<file path="config.mk">
export PLATFORM = sky130hd
export DESIGN_NAME = bit_field_and_exp_golomb_reader
export DESIGN_NICKNAME = d
export VERILOG_FILES = /design/src/hdl/bfeg_pkg.sv /design/src/hdl/bfeg_front.sv /design/src/hdl/bfeg_queue.sv /design/src/hdl/bfeg_back.sv /design/src/hdl/bit_field_and_exp_golomb_reader.sv
export SDC_FILE = /design/constraint.sdc
export NUM_CORES = 2
export LEC_CHECK = 0
export ABC_AREA = 1
export BUFFER_PORTS_ARGS = -buffer_cell sky130_fd_sc_hd__buf_4
export CORE_MARGIN = 4
export CORE_UTILIZATION = 45
export CTS_BUF_LIST = sky130_fd_sc_hd__clkbuf_4 sky130_fd_sc_hd__clkbuf_8
export DETAILED_ROUTE_END_ITERATION = 12
export GPL_TIMING_DRIVEN = 1
export PLACE_DENSITY_LB_ADDON = 0.25
export SLEW_MARGIN = 20
export SYNTH_ARGS = -nofsm -noshare
export SYNTH_HDL_FRONTEND = slang
export SYNTH_SLANG_ARGS = --single-unit
</file>
<file path="constraint.sdc">
create_clock -name aclk -period 9 [get_ports aclk]
set_clock_uncertainty 0.1 [all_clocks]
set_input_delay 1.8 -clock aclk [delete_from_list [all_inputs] [get_ports aclk]]
set_output_delay 1.8 -clock aclk [all_outputs]
set_load 0.005 [all_outputs]
</file>
<file path="src/hdl/bfeg_pkg.sv">
`timescale 1ns / 1ps
// Shared types, codes and constants of the bit field and exp-Golomb reader.
// Used by the front, queue, back and top-level modules; depends on nothing.
package bfeg_pkg;

    localparam int WINDOW_BITS_DEF = 128;
    localparam int MAX_FIELD_BITS  = 64;
    localparam int QUEUE_DEPTH     = 2;

    // Input action codes.
    localparam logic [2:0] ACT_PUSH      = 3'd0;
    localparam logic [2:0] ACT_READ      = 3'd1;
    localparam logic [2:0] ACT_PEEK      = 3'd2;
    localparam logic [2:0] ACT_READ_EG   = 3'd3;
    localparam logic [2:0] ACT_PEEK_EG   = 3'd4;
    localparam logic [2:0] ACT_SKIP      = 3'd5;

    // Result status codes.
    localparam logic [2:0] STATUS_OK        = 3'd0;
    localparam logic [2:0] STATUS_TOO_FEW   = 3'd1;
    localparam logic [2:0] STATUS_FULL      = 3'd2;
    localparam logic [2:0] STATUS_CODE_LONG = 3'd3;
    localparam logic [2:0] STATUS_BAD_COUNT = 3'd4;

    // Classified command kinds.
    localparam logic [1:0] KIND_NOP   = 2'd0;
    localparam logic [1:0] KIND_PUSH  = 2'd1;
    localparam logic [1:0] KIND_FIELD = 2'd2;
    localparam logic [1:0] KIND_EG    = 2'd3;

    typedef struct packed {
        logic [2:0] action;
        logic [7:0] data_byte;
        logic [6:0] bit_count;
    } in_item_t;

    typedef struct packed {
        logic [63:0] value;
        logic [6:0]  code_length;
        logic [2:0]  status;
        logic [7:0]  fill_level;
    } out_item_t;

    typedef struct packed {
        logic [1:0] kind;
        logic       consume;
        logic       keep_value;
        logic       bad_count;
        logic [7:0] data_byte;
        logic [6:0] bit_count;
    } cmd_t;

endpackage

</file>
<file path="src/hdl/bfeg_front.sv">
`timescale 1ns / 1ps
// Front end: accepts input beats and classifies each into a command.
// Depends on bfeg_pkg.
module bfeg_front (
    input  logic              s_valid,
    output logic              s_ready,
    input  bfeg_pkg::in_item_t s_data,
    output logic              q_push,
    input  logic              q_ready,
    output bfeg_pkg::cmd_t    q_cmd
);
    import bfeg_pkg::*;

    assign s_ready = q_ready;
    assign q_push  = s_valid && q_ready;

    always_comb begin
        q_cmd            = '0;
        q_cmd.data_byte  = s_data.data_byte;
        q_cmd.bit_count  = s_data.bit_count;
        q_cmd.bad_count  = (s_data.bit_count > 7'(MAX_FIELD_BITS));
        unique case (s_data.action)
            ACT_PUSH: begin
                q_cmd.kind = KIND_PUSH;
            end
            ACT_READ: begin
                q_cmd.kind       = KIND_FIELD;
                q_cmd.consume    = 1'b1;
                q_cmd.keep_value = 1'b1;
            end
            ACT_PEEK: begin
                q_cmd.kind       = KIND_FIELD;
                q_cmd.keep_value = 1'b1;
            end
            ACT_READ_EG: begin
                q_cmd.kind    = KIND_EG;
                q_cmd.consume = 1'b1;
            end
            ACT_PEEK_EG: begin
                q_cmd.kind = KIND_EG;
            end
            ACT_SKIP: begin
                q_cmd.kind    = KIND_FIELD;
                q_cmd.consume = 1'b1;
            end
            default: begin
                q_cmd.kind = KIND_NOP;
            end
        endcase
    end

endmodule

</file>
<file path="src/hdl/bfeg_queue.sv">
`timescale 1ns / 1ps
// Short command queue between the front end and the execution back end.
// Depends on bfeg_pkg.
module bfeg_queue (
    input  logic           aclk,
    input  logic           aresetn,
    input  logic           push_valid,
    output logic           push_ready,
    input  bfeg_pkg::cmd_t push_cmd,
    output logic           pop_valid,
    input  logic           pop,
    output bfeg_pkg::cmd_t pop_cmd
);
    import bfeg_pkg::*;

    localparam int QP = (QUEUE_DEPTH > 1) ? $clog2(QUEUE_DEPTH) : 1;
    localparam int QC = $clog2(QUEUE_DEPTH + 1);

    cmd_t          entries_reg [QUEUE_DEPTH];
    logic [QP-1:0] wr_ptr_reg, wr_ptr_next;
    logic [QP-1:0] rd_ptr_reg, rd_ptr_next;
    logic [QC-1:0] count_reg, count_next;
    logic          do_push, do_pop;

    assign push_ready = (count_reg != QC'(QUEUE_DEPTH));
    assign pop_valid  = (count_reg != '0);
    assign pop_cmd    = entries_reg[rd_ptr_reg];
    assign do_push    = push_valid && push_ready;
    assign do_pop     = pop && pop_valid;

    always_comb begin
        wr_ptr_next = wr_ptr_reg;
        rd_ptr_next = rd_ptr_reg;
        count_next  = count_reg;
        if (do_push) begin
            wr_ptr_next = (wr_ptr_reg == QP'(QUEUE_DEPTH - 1)) ? '0 : wr_ptr_reg + QP'(1);
        end
        if (do_pop) begin
            rd_ptr_next = (rd_ptr_reg == QP'(QUEUE_DEPTH - 1)) ? '0 : rd_ptr_reg + QP'(1);
        end
        if (do_push && !do_pop) begin
            count_next = count_reg + QC'(1);
        end else if (do_pop && !do_push) begin
            count_next = count_reg - QC'(1);
        end
    end

    always_ff @(posedge aclk) begin
        if (!aresetn) begin
            wr_ptr_reg <= '0;
            rd_ptr_reg <= '0;
            count_reg  <= '0;
        end else begin
            wr_ptr_reg <= wr_ptr_next;
            rd_ptr_reg <= rd_ptr_next;
            count_reg  <= count_next;
        end
    end

    always_ff @(posedge aclk) begin
        if (do_push) begin
            entries_reg[wr_ptr_reg] <= push_cmd;
        end
    end

`ifndef ASSERT_OFF
    // The front end must never offer a command while the queue is full.
    a_no_push_when_full: assert property (@(posedge aclk) disable iff (!aresetn)
        !(push_valid && (count_reg == QC'(QUEUE_DEPTH))))
        else $error("command pushed into a full queue");
`endif

endmodule

</file>
<file path="src/hdl/bfeg_back.sv">
`timescale 1ns / 1ps
// Back end: holds the bit window and executes commands in three steps
// (evaluate, align and consume or append, emit). Depends on bfeg_pkg.
module bfeg_back #(
    parameter int WINDOW_BITS = bfeg_pkg::WINDOW_BITS_DEF
) (
    input  logic                aclk,
    input  logic                aresetn,
    input  logic                q_valid,
    output logic                q_pop,
    input  bfeg_pkg::cmd_t      q_cmd,
    output logic                m_valid,
    input  logic                m_ready,
    output bfeg_pkg::out_item_t m_data
);
    import bfeg_pkg::*;

    localparam int HW = $clog2(WINDOW_BITS + 1);
    localparam int CW = (HW > 8) ? HW + 1 : 9;

    localparam logic [1:0] S_IDLE  = 2'd0;
    localparam logic [1:0] S_EVAL  = 2'd1;
    localparam logic [1:0] S_ALIGN = 2'd2;
    localparam logic [1:0] S_EMIT  = 2'd3;

    logic [1:0]             state_reg, state_next;
    cmd_t                   cmd_reg, cmd_next;
    logic [WINDOW_BITS-1:0] window_reg, window_next;
    logic [HW-1:0]          bits_held_reg, bits_held_next;
    logic [2:0]             status_reg, status_next;
    logic [6:0]             off_reg, off_next;
    logic [6:0]             n_reg, n_next;
    logic [6:0]             len_reg, len_next;
    logic [6:0]             adv_reg, adv_next;
    logic [63:0]            aligned_reg, aligned_next;
    logic                   m_valid_reg, m_valid_next;
    out_item_t              m_data_reg, m_data_next;

    logic [63:0]            top_bits;
    logic [6:0]             zeros;
    logic [CW-1:0]          held_ext;
    logic [WINDOW_BITS-1:0] window_shl;
    logic [63:0]            field;
    logic                   out_free;

    // Leading zero count by halving; an all-zero word gives 64.
    function automatic logic [6:0] lzc64(input logic [63:0] x);
        logic [63:0] v;
        logic [6:0]  c;
        v = x;
        c = 7'd0;
        if (v[63:32] == '0) begin c = c + 7'd32; v = v << 32; end
        if (v[63:48] == '0) begin c = c + 7'd16; v = v << 16; end
        if (v[63:56] == '0) begin c = c + 7'd8;  v = v << 8;  end
        if (v[63:60] == '0) begin c = c + 7'd4;  v = v << 4;  end
        if (v[63:62] == '0) begin c = c + 7'd2;  v = v << 2;  end
        if (v[63] == 1'b0)  begin c = c + 7'd1;  v = v << 1;  end
        if (v[63] == 1'b0)  begin c = c + 7'd1; end
        return c;
    endfunction

    assign top_bits   = window_reg[WINDOW_BITS-1 -: 64];
    assign zeros      = lzc64(top_bits);
    assign held_ext   = CW'(bits_held_reg);
    assign window_shl = window_reg << off_reg;
    assign field      = aligned_reg >> (7'd64 - n_reg);
    assign out_free   = !m_valid_reg || m_ready;
    assign q_pop      = q_valid && ((state_reg == S_IDLE) || ((state_reg == S_EMIT) && out_free));
    assign m_valid    = m_valid_reg;
    assign m_data     = m_data_reg;

    always_comb begin
        state_next     = state_reg;
        cmd_next       = cmd_reg;
        window_next    = window_reg;
        bits_held_next = bits_held_reg;
        status_next    = status_reg;
        off_next       = off_reg;
        n_next         = n_reg;
        len_next       = len_reg;
        adv_next       = adv_reg;
        aligned_next   = aligned_reg;
        m_valid_next   = m_valid_reg;
        m_data_next    = m_data_reg;

        if (m_valid_reg && m_ready) begin
            m_valid_next = 1'b0;
        end

        unique case (state_reg)
            S_IDLE: begin
                if (q_pop) begin
                    cmd_next   = q_cmd;
                    state_next = S_EVAL;
                end
            end
            S_EVAL: begin
                status_next = STATUS_OK;
                off_next    = 7'd0;
                n_next      = cmd_reg.bit_count;
                len_next    = 7'd0;
                adv_next    = 7'd0;
                unique case (cmd_reg.kind)
                    KIND_PUSH: begin
                        if (held_ext + CW'(8) > CW'(WINDOW_BITS)) begin
                            status_next = STATUS_FULL;
                        end
                    end
                    KIND_FIELD: begin
                        if (cmd_reg.bad_count) begin
                            status_next = STATUS_BAD_COUNT;
                        end else if (CW'(cmd_reg.bit_count) > held_ext) begin
                            status_next = STATUS_TOO_FEW;
                        end else begin
                            len_next = cmd_reg.bit_count;
                            adv_next = cmd_reg.consume ? cmd_reg.bit_count : 7'd0;
                        end
                    end
                    KIND_EG: begin
                        // No one bit among the first 64 positions means the code is
                        // either too long or not yet fully buffered.
                        if (zeros == 7'd64) begin
                            status_next = (held_ext >= CW'(64)) ? STATUS_CODE_LONG
                                                                : STATUS_TOO_FEW;
                        end else if (CW'({zeros, 1'b1}) > held_ext) begin
                            status_next = STATUS_TOO_FEW;
                        end else begin
                            off_next = zeros;
                            n_next   = zeros + 7'd1;
                            len_next = {zeros[5:0], 1'b1};
                            adv_next = cmd_reg.consume ? {zeros[5:0], 1'b1} : 7'd0;
                        end
                    end
                    KIND_NOP: begin
                        status_next = STATUS_OK;
                    end
                endcase
                state_next = S_ALIGN;
            end
            S_ALIGN: begin
                aligned_next = window_shl[WINDOW_BITS-1 -: 64];
                if (status_reg == STATUS_OK) begin
                    if (cmd_reg.kind == KIND_PUSH) begin
                        window_next    = window_reg |
                            ((WINDOW_BITS'(cmd_reg.data_byte) << (WINDOW_BITS - 8))
                             >> bits_held_reg);
                        bits_held_next = bits_held_reg + HW'(8);
                    end else begin
                        window_next    = window_reg << adv_reg;
                        bits_held_next = bits_held_reg - HW'(adv_reg);
                    end
                end
                state_next = S_EMIT;
            end
            S_EMIT: begin
                if (out_free) begin
                    m_valid_next            = 1'b1;
                    m_data_next.code_length = len_reg;
                    m_data_next.status      = status_reg;
                    m_data_next.fill_level  = 8'(bits_held_reg);
                    m_data_next.value       = 64'd0;
                    if (status_reg == STATUS_OK) begin
                        if (cmd_reg.kind == KIND_EG) begin
                            // The aligned bits are the one bit and the suffix.
                            m_data_next.value = field - 64'd1;
                        end else if (cmd_reg.kind == KIND_FIELD && cmd_reg.keep_value) begin
                            m_data_next.value = field;
                        end
                    end
                    if (q_pop) begin
                        cmd_next   = q_cmd;
                        state_next = S_EVAL;
                    end else begin
                        state_next = S_IDLE;
                    end
                end
            end
        endcase
    end

    always_ff @(posedge aclk) begin
        if (!aresetn) begin
            state_reg     <= S_IDLE;
            window_reg    <= '0;
            bits_held_reg <= '0;
            m_valid_reg   <= 1'b0;
        end else begin
            state_reg     <= state_next;
            window_reg    <= window_next;
            bits_held_reg <= bits_held_next;
            m_valid_reg   <= m_valid_next;
        end
    end

    always_ff @(posedge aclk) begin
        cmd_reg     <= cmd_next;
        status_reg  <= status_next;
        off_reg     <= off_next;
        n_reg       <= n_next;
        len_reg     <= len_next;
        adv_reg     <= adv_next;
        aligned_reg <= aligned_next;
        m_data_reg  <= m_data_next;
    end

`ifndef ASSERT_OFF
    a_held_in_range: assert property (@(posedge aclk) disable iff (!aresetn)
        bits_held_reg <= HW'(WINDOW_BITS))
        else $error("buffered bit count exceeds the window");

    // Bits past the buffered ones must stay zero for the zero count to be right.
    a_tail_clear: assert property (@(posedge aclk) disable iff (!aresetn)
        (window_reg << bits_held_reg) == '0)
        else $error("window holds set bits beyond the buffered count");

    a_error_result_clear: assert property (@(posedge aclk) disable iff (!aresetn)
        m_valid_reg && (m_data_reg.status != STATUS_OK) |->
            (m_data_reg.value == 64'd0) && (m_data_reg.code_length == 7'd0))
        else $error("failed item reports a value or length");
`endif

endmodule

</file>
<file path="src/hdl/bit_field_and_exp_golomb_reader.sv">
`timescale 1ns / 1ps
// A result is presented after its beat passes the queue and the back end's evaluate, align
// and emit steps; a new command enters only once the last result is emitted, which waits for
// m_ready when a result is held. The 2-entry queue absorbs input beats meanwhile.
// Reset (aresetn low, synchronous) empties the queue and the bit window and drops
// any pending result.
module bit_field_and_exp_golomb_reader #(
    parameter int WINDOW_BITS = bfeg_pkg::WINDOW_BITS_DEF
) (
    input  logic                aclk,
    input  logic                aresetn,
    input  logic                s_valid,
    output logic                s_ready,
    input  bfeg_pkg::in_item_t  s_data,
    output logic                m_valid,
    input  logic                m_ready,
    output bfeg_pkg::out_item_t m_data
);
    import bfeg_pkg::*;

    logic q_push, q_ready, q_valid, q_pop;
    cmd_t push_cmd, pop_cmd;

    bfeg_front u_front (
        .s_valid (s_valid),
        .s_ready (s_ready),
        .s_data  (s_data),
        .q_push  (q_push),
        .q_ready (q_ready),
        .q_cmd   (push_cmd)
    );

    bfeg_queue u_queue (
        .aclk       (aclk),
        .aresetn    (aresetn),
        .push_valid (q_push),
        .push_ready (q_ready),
        .push_cmd   (push_cmd),
        .pop_valid  (q_valid),
        .pop        (q_pop),
        .pop_cmd    (pop_cmd)
    );

    bfeg_back #(
        .WINDOW_BITS (WINDOW_BITS)
    ) u_back (
        .aclk    (aclk),
        .aresetn (aresetn),
        .q_valid (q_valid),
        .q_pop   (q_pop),
        .q_cmd   (pop_cmd),
        .m_valid (m_valid),
        .m_ready (m_ready),
        .m_data  (m_data)
    );

endmodule
</file>
---- Yosys cells after proc, flatten, opt, wreduce, memory -nomap -nowiden ----
Memories as Yosys holds them, arrays and structs flattened. A register that Yosys moved wholly into a read port is not among the register bits.
Cells that the tools add are included.
storage, ports and cells
  latch bits .............................. 0
  output and inout bits ................... 84
  memories kept ........................... 1
  bits in writable memories ............... 40
  ROM bits ................................ 0
  flip-flop bits (word level) ............. 340
  logic and storage cells ................. 161
  input port bits ......................... 22
memory list
  name                 depth  width  read ports  clocked after memory_dff  write ports  RTL line          text
  u_queue.entries_reg  2      20     1           1                         1            bfeg_queue.sv:19  cmd_t entries_reg [QUEUE_DEPTH];
cells by class
  div/mod/pow operators ................... 0
  reductions and logical operators ........ 35
  shifts and indexed selects .............. 4
  multipliers ............................. 0
  $add $sub $neg .......................... 16
  equal/unequal tests ..................... 15
  bitwise logic cells ..................... 2
  $lt $le $gt $ge ......................... 5
  muxes and demuxes ....................... 60
operators with widths
  cell                                                 count
  two-way mux 64 bit                                   8
  left shift 128 x 7 -> 128 bit                        2
  two-way mux 7 bit                                    19
  two-way mux 128 bit                                  1
  OR 128 bit                                           1
  right shift 128 x 8 -> 128 bit                       1
  right shift 64 x 7 -> 64 bit                         1
  subtractor 64 x 1 -> 64 bit, second input constant   1
  two-way mux 20 bit                                   2
  case mux 20 bit (2 select lines)                     1
  logical NOT 32 bit                                   1
  case mux 7 bit (2 select lines)                      2
  adder 7 x 1 -> 7 bit, second input constant          3
  logical NOT 16 bit                                   1
  two-way mux 1 bit                                    14
  two-way mux 2 bit                                    6
  case mux 3 bit (4 select lines)                      1
  adder 8 x 4 -> 9 bit, second input constant          1
  > comparator 9 x 8 -> 1 bit, second input constant   1
  logical AND 1 bit                                    9
  OR reduction 3 bit                                   3
  adder 8 x 4 -> 8 bit, second input constant          1
  == test 2 bit, second input constant                 4
  >= comparator 8 x 7 -> 1 bit, second input constant  1
  34 further kinds                                     52

---- Depth between registers and ports, before layout ----
  depth after elaboration ................. 18
  mapped depth ............................ 41
  depth with buffers taken out ............ 38

---- Modules after synthesis ----
Synthesis repeated with hierarchy kept, for this count alone.
second synthesis, totals
  cells, all modules ...................... 6076
  area, all modules ....................... 39591.7 µm²
modules (own cells, without submodules)
  module      area each (µm²)  sequential area each (µm²)  times used  cells each
  bfeg_back   37601.1          8698.3                      1           5938
  bfeg_queue  1775.5           1301.2                      1           99
  bfeg_front  215.2            0.0                         1           39

---- Worst setup path after synthesis ----
OpenSTA, ideal clock, no wires.
  path type ............................... input to register
  start point ............................. input m_ready
  end point ............................... register u_queue.count_reg[1]
  setup slack ............................. 1.377 ns
  data arrival time ....................... 7.400 ns
  path buffers ............................ 0
  required time ........................... 8.778 ns
  stages .................................. 8
  setup time .............................. 0.122 ns
  path through ............................ inv_1 -> a21oi_1 -> o21ai_0 -> ha_1 -> a21oi_1 -> o21ai_0 -> o21ai_0 -> a21oi_1
on the way
  word-level cells in the longest chain between the ends .. 8
  elaborated cells on any way between the ends .. 10
  classes of those cells .................. 1 x mux; 9 x reduce/logical
RTL lines
  item                                                            RTL line                               text
  from (decl)                                                     bit_field_and_exp_golomb_reader.sv:16  input logic m_ready,
  logical OR 1 bit *                                              bfeg_back.sv:67                        assign out_free = !m_valid_reg || m_ready;
  logical AND 1 bit *                                             bfeg_back.sv:68                        assign q_pop = q_valid && ((state_reg == S_IDLE) || ((state_reg == S_EMIT) && out_free));
  logical OR 1 bit *                                              bfeg_back.sv:68
  logical AND 1 bit *                                             bfeg_back.sv:68
  logical AND 1 bit *                                             bfeg_queue.sv:29                       assign do_pop = pop && pop_valid;
  logical NOT 1 bit                                               bfeg_queue.sv:41                       if (do_push && !do_pop) begin
  logical AND 1 bit                                               bfeg_queue.sv:41
  two-way mux 2 bit / nonzero test 2 bit (equally long branches)  --
  to (signal assigned)                                            bfeg_queue.sv:56                       count_reg <= count_next;
  to (decl)                                                       bfeg_queue.sv:22                       logic [QC-1:0] count_reg, count_next;
Every way passes the cells marked *; elsewhere a longest branch is shown, timed or not.
A chain may end at the register's enable or synchronous reset.

---- Worst setup path in the final report ----
  start point ............................. register u_back.n_reg[0]
  end point ............................... register u_back.m_data_reg, in the netlist u_back.m_data[81], data pin
on the way
  word-level cells in the longest chain between the ends .. 4
  elaborated cells on any way between the ends .. 5
  classes of those cells .................. 2 x add/sub; 1 x shift; 2 x mux
RTL lines
  item                                                                      RTL line                            text
  from (decl)                                                               bfeg_back.sv:32                     logic [6:0] n_reg, n_next;
  from (signal assigned)                                                    bfeg_back.sv:199                    n_reg <= n_next;
  subtractor 7 bit *                                                        bfeg_back.sv:66                     assign field = aligned_reg >> (7'd64 - n_reg);
  right shift 64 x 7 -> 64 bit *                                            bfeg_back.sv:66
  subtractor 64 x 1 -> 64 bit / two-way mux 64 bit (equally long branches)  bfeg_back.sv:165, bfeg_back.sv:166
  two-way mux 64 bit *                                                      bfeg_back.sv:163                    if (cmd_reg.kind == KIND_EG) begin
  to (signal assigned)                                                      bfeg_back.sv:203                    m_data_reg <= m_data_next;
  to (decl)                                                                 bfeg_back.sv:37                     out_item_t m_data_reg, m_data_next;
Marked as above.

==> flow_metrics.tcl <==
set metrics [dict create \
    status "complete, no violations" \
    die-area_um2 92000 \
    total_leakage_power_nw 17.3 \
    firstDrtPassIters 6 \
    synth_seq_cells 381 \
    setup_ws_ns 2.62 \
    finalSetupTns_ns 0 \
    grt_max_degree 152 \
    syn2layout_area_growth_pct 7.06 \
    antenna_found_initial 8 \
    worst_pin_slew_ns 1.26 \
    die_y_um 303 \
    rsz0062_at_grt "no" \
    clock_latency_ns 0.78 \
    critical_path.startpoint_type "register" \
    fin_crit_sh_pct 70.9 \
    cpPeakStageDelay_ns 0.78 \
    largest_reg_flops 128 \
    path_common_cell "o21ai_0" \
    async_flop_share_pct 0 \
    post-cts-setup-buffers 0 \
    fin_crit_ns 6.38 \
    fin_util_pct 48.5 \
    synth.distinct_cells 66 \
    grt_usage_pct 42.6 \
    coreArea_um2 86600 \
    stdcell_count 7183 \
    drc_errors 0 \
    fillers 9255 \
    start_util_pct 45.3 \
    ys_seq_area_share_pct 25.5 \
    num_rows 108 \
    cts_resized 0 \
    cts_root_buffer "clkbuf_8" \
    r2r-start "u_back.n_reg[0]$_DFFE_PN_" \
    dp_cells 7048 \
    htreeDepth 3 \
    die_w_um 303 \
    hold_violations 0 \
    worstPathMaxFanout 68 \
    cts_buffers 73 \
    via_per_inst 6.32 \
    crit_start "u_back.n_reg[0]$_DFFE_PN_" \
    io_pins 106 \
    first_iter_violations 6259 \
    ir_worst_vdd_mv 0.385 \
    grt_pass1_vias 41300 \
    gr-total-overflow 0 \
    final_common_cell "nand2_1" \
    routed_wirelength_um 204000 \
    synth_edf_count 237 \
    num_vias 45400 \
    mostFrequentLayoutCells "nand2_1 (1675), o21ai_0 (1020), mux2i_1 (496), inv_1 (458), nor2_1 (454)" \
    slew_headroom_pct 15.1 \
    max_clock_freq_ghz 0.157 \
    critPathArrivalTime_ns 6.69 \
    finalMaxSlewViolations 0 \
    gp_congestion 1.07 \
    yosys_warnings 0 \
    drive_gt1_share_pct 7.74 \
    cts.clk_slew.worst_paths_ns 0.05 \
    numClockSinks 381 \
    synth_area_um2 39300 \
    syn_inst 6157 \
    port_buffers 105 \
    crit_required_ns 9.31 \
    grt_pass1_wl_um 287000 \
    fin_nets 6024 \
    setup_viol 0 \
    synthFlopType "edfxtp_1" \
    end_kind "register" \
    routedWlPerCell_um 28.3 \
    crit_slowest_cell "inv_2" \
    min-delay-start "u_back.len_reg[4]$_SDFFCE_PN0N_" \
    cts_buffer_depth 3 \
    hold_path_class "reg -> reg" \
    path_class "reg -> reg" \
    cts_tree "done" \
    syn_area_per_cell_um2 6.37 \
    antenna_left 0 \
    drv_cap 0 \
    holdWs_ns 0.311 \
    dp_slack_ns 2.76 \
    syn-num-nets 6213 \
    power.density_nw_per_um2 425 \
    dp.final_hpwl_um 155000 \
    hold_buffers 0 \
]
-- final cells by class --
type                       count  area [µm²]  share of cell area, %
antenna                        6        15.0                 0.0357
clock buffer                 106        1300                   3.08
clock inverter                23         226                  0.539
inverter                     502        1910                   4.53
multi-input combinational   4807       25600                   60.9
sequential                   381       10000                   23.8
tap                         1155        1450                   3.44
timing repair buffer         203        1550                   3.69
-- Yosys cell counts (all sizes together), types with 2 or more instances --
| library cell | n | share of area [%] |
|---|---|---|
| nand2 | 1683 | 16 |
| o21ai | 1088 | 14 |
| mux2i | 496 | 13 |
| inv | 493 | 4.7 |
| nor2 | 476 | 4.7 |
| clkbuf | 323 | 3.1 |
| a21oi | 289 | 3.7 |
| edfxtp | 237 | 18 |
| nand3 | 192 | 2.5 |
| buf | 144 | 1.7 |
| dfxtp | 144 | 7.3 |
| o22ai | 95 | 1.5 |
| o211ai | 64 | 1.2 |
| a31oi | 59 | 0.94 |
| nor3 | 45 | 0.61 |
| o221ai | 43 | 0.96 |
| a221oi | 37 | 0.83 |
| or2 | 37 | 0.59 |
| ha | 33 | 1.1 |
| nand4 | 23 | 0.38 |
| mux2 | 20 | 0.57 |
| a211oi | 17 | 0.33 |
| xor2 | 16 | 0.38 |
| nor4 | 14 | 0.24 |
| o21bai | 13 | 0.25 |
| o31ai | 10 | 0.19 |
| clkinv | 9 | 0.086 |
| a22oi | 8 | 0.15 |
| xnor2 | 7 | 0.20 |
| a22o | 6 | 0.13 |
| o21a | 6 | 0.11 |
| o221a | 4 | 0.11 |
| a41oi | 3 | 0.067 |
| and2 | 3 | 0.048 |
| nand3b | 3 | 0.057 |
| o2111ai | 3 | 0.083 |
| a21boi | 2 | 0.038 |
| a311oi | 2 | 0.045 |
| a31o | 2 | 0.045 |
| a32oi | 2 | 0.045 |
-- logic make-up (layout without fill, tap and decap cells) --
family | count (synthesis) | in the layout | synth area share [%]
AND/OR/NAND/NOR | 2477 | 2477 | 25.3
AO/OA/AOI/OAI | 1757 | 1757 | 24.8
buffers and inverters | 969 | 834 | 9.55
multiplexers | 516 | 516 | 13.2
flip-flops | 381 | 381 | 25.5
adder cells (fa/ha/maj) | 34 | 34 | 1.10
XOR/XNOR | 23 | 23 | 0.580
other | 0 | 6 | 0
-- metal layers --
metal / GRT usage, % / up-vias / share of wire [%]
met1: 54.1 / 21200 / 39
met3: 10.9 / 668 / 11
met2: 63.7 / 2922 / 42
li1: - / 20600 / -
met5: 0 / - / 0.018
met4: 29.0 / 6 / 8.3
-- worst max-delay path, delay by kind of cell, from the launching register on --
| family | cells | cell delay [ns] |
|---|---|---|
| flops | 1 | 0.38 |
| xor+xnor | 1 | 0.16 |
| fa+ha+maj | 1 | 0.45 |
| compound gates | 6 | 1.33 |
| buf+inv | 5 | 2.09 |
| simple gates | 12 | 1.51 |
-- path summary, 6_finish.rpt --
| path | to | slack, ns | cells past startpoint |
|---|---|---|---|
| setup / recovery | u_back.m_data[81]$_SDFFCE_PP0P_ | 2.62 | 25 |
| hold / removal | u_back.m_data[15]$_DFFE_PP_ | 0.31 | 0 |
| setup reg to reg | u_back.m_data[81]$_SDFFCE_PP0P_ | 2.62 | 25 |
| hold reg to reg | u_back.m_data[15]$_DFFE_PP_ | 0.31 | 0 |
-- through the flow --
step | power, mW | cell area [µm²]
2_1_floorplan | 11.7 | 39300
3_3_place_gp | 15.6 | 40500
3_5_place_dp | 15.6 | 40500
4_1_cts | 17.5 | 42000
5_1_grt | 19.1 | 42000
6_report | 17.9 | 42000
-- where the power goes --
group / leakage [nW] / internal (mW) / switching (mW) / total, mW
registers: 3.38 / 2.38 / 0.323 / 2.70
logic: 13.1 / 3.55 / 9.73 / 13.3
clock network: 0.786 / 1.02 / 0.879 / 1.90
total: 17.3 / 6.95 / 10.9 / 17.9
Note: power is estimated with default switching activity, not from simulation.
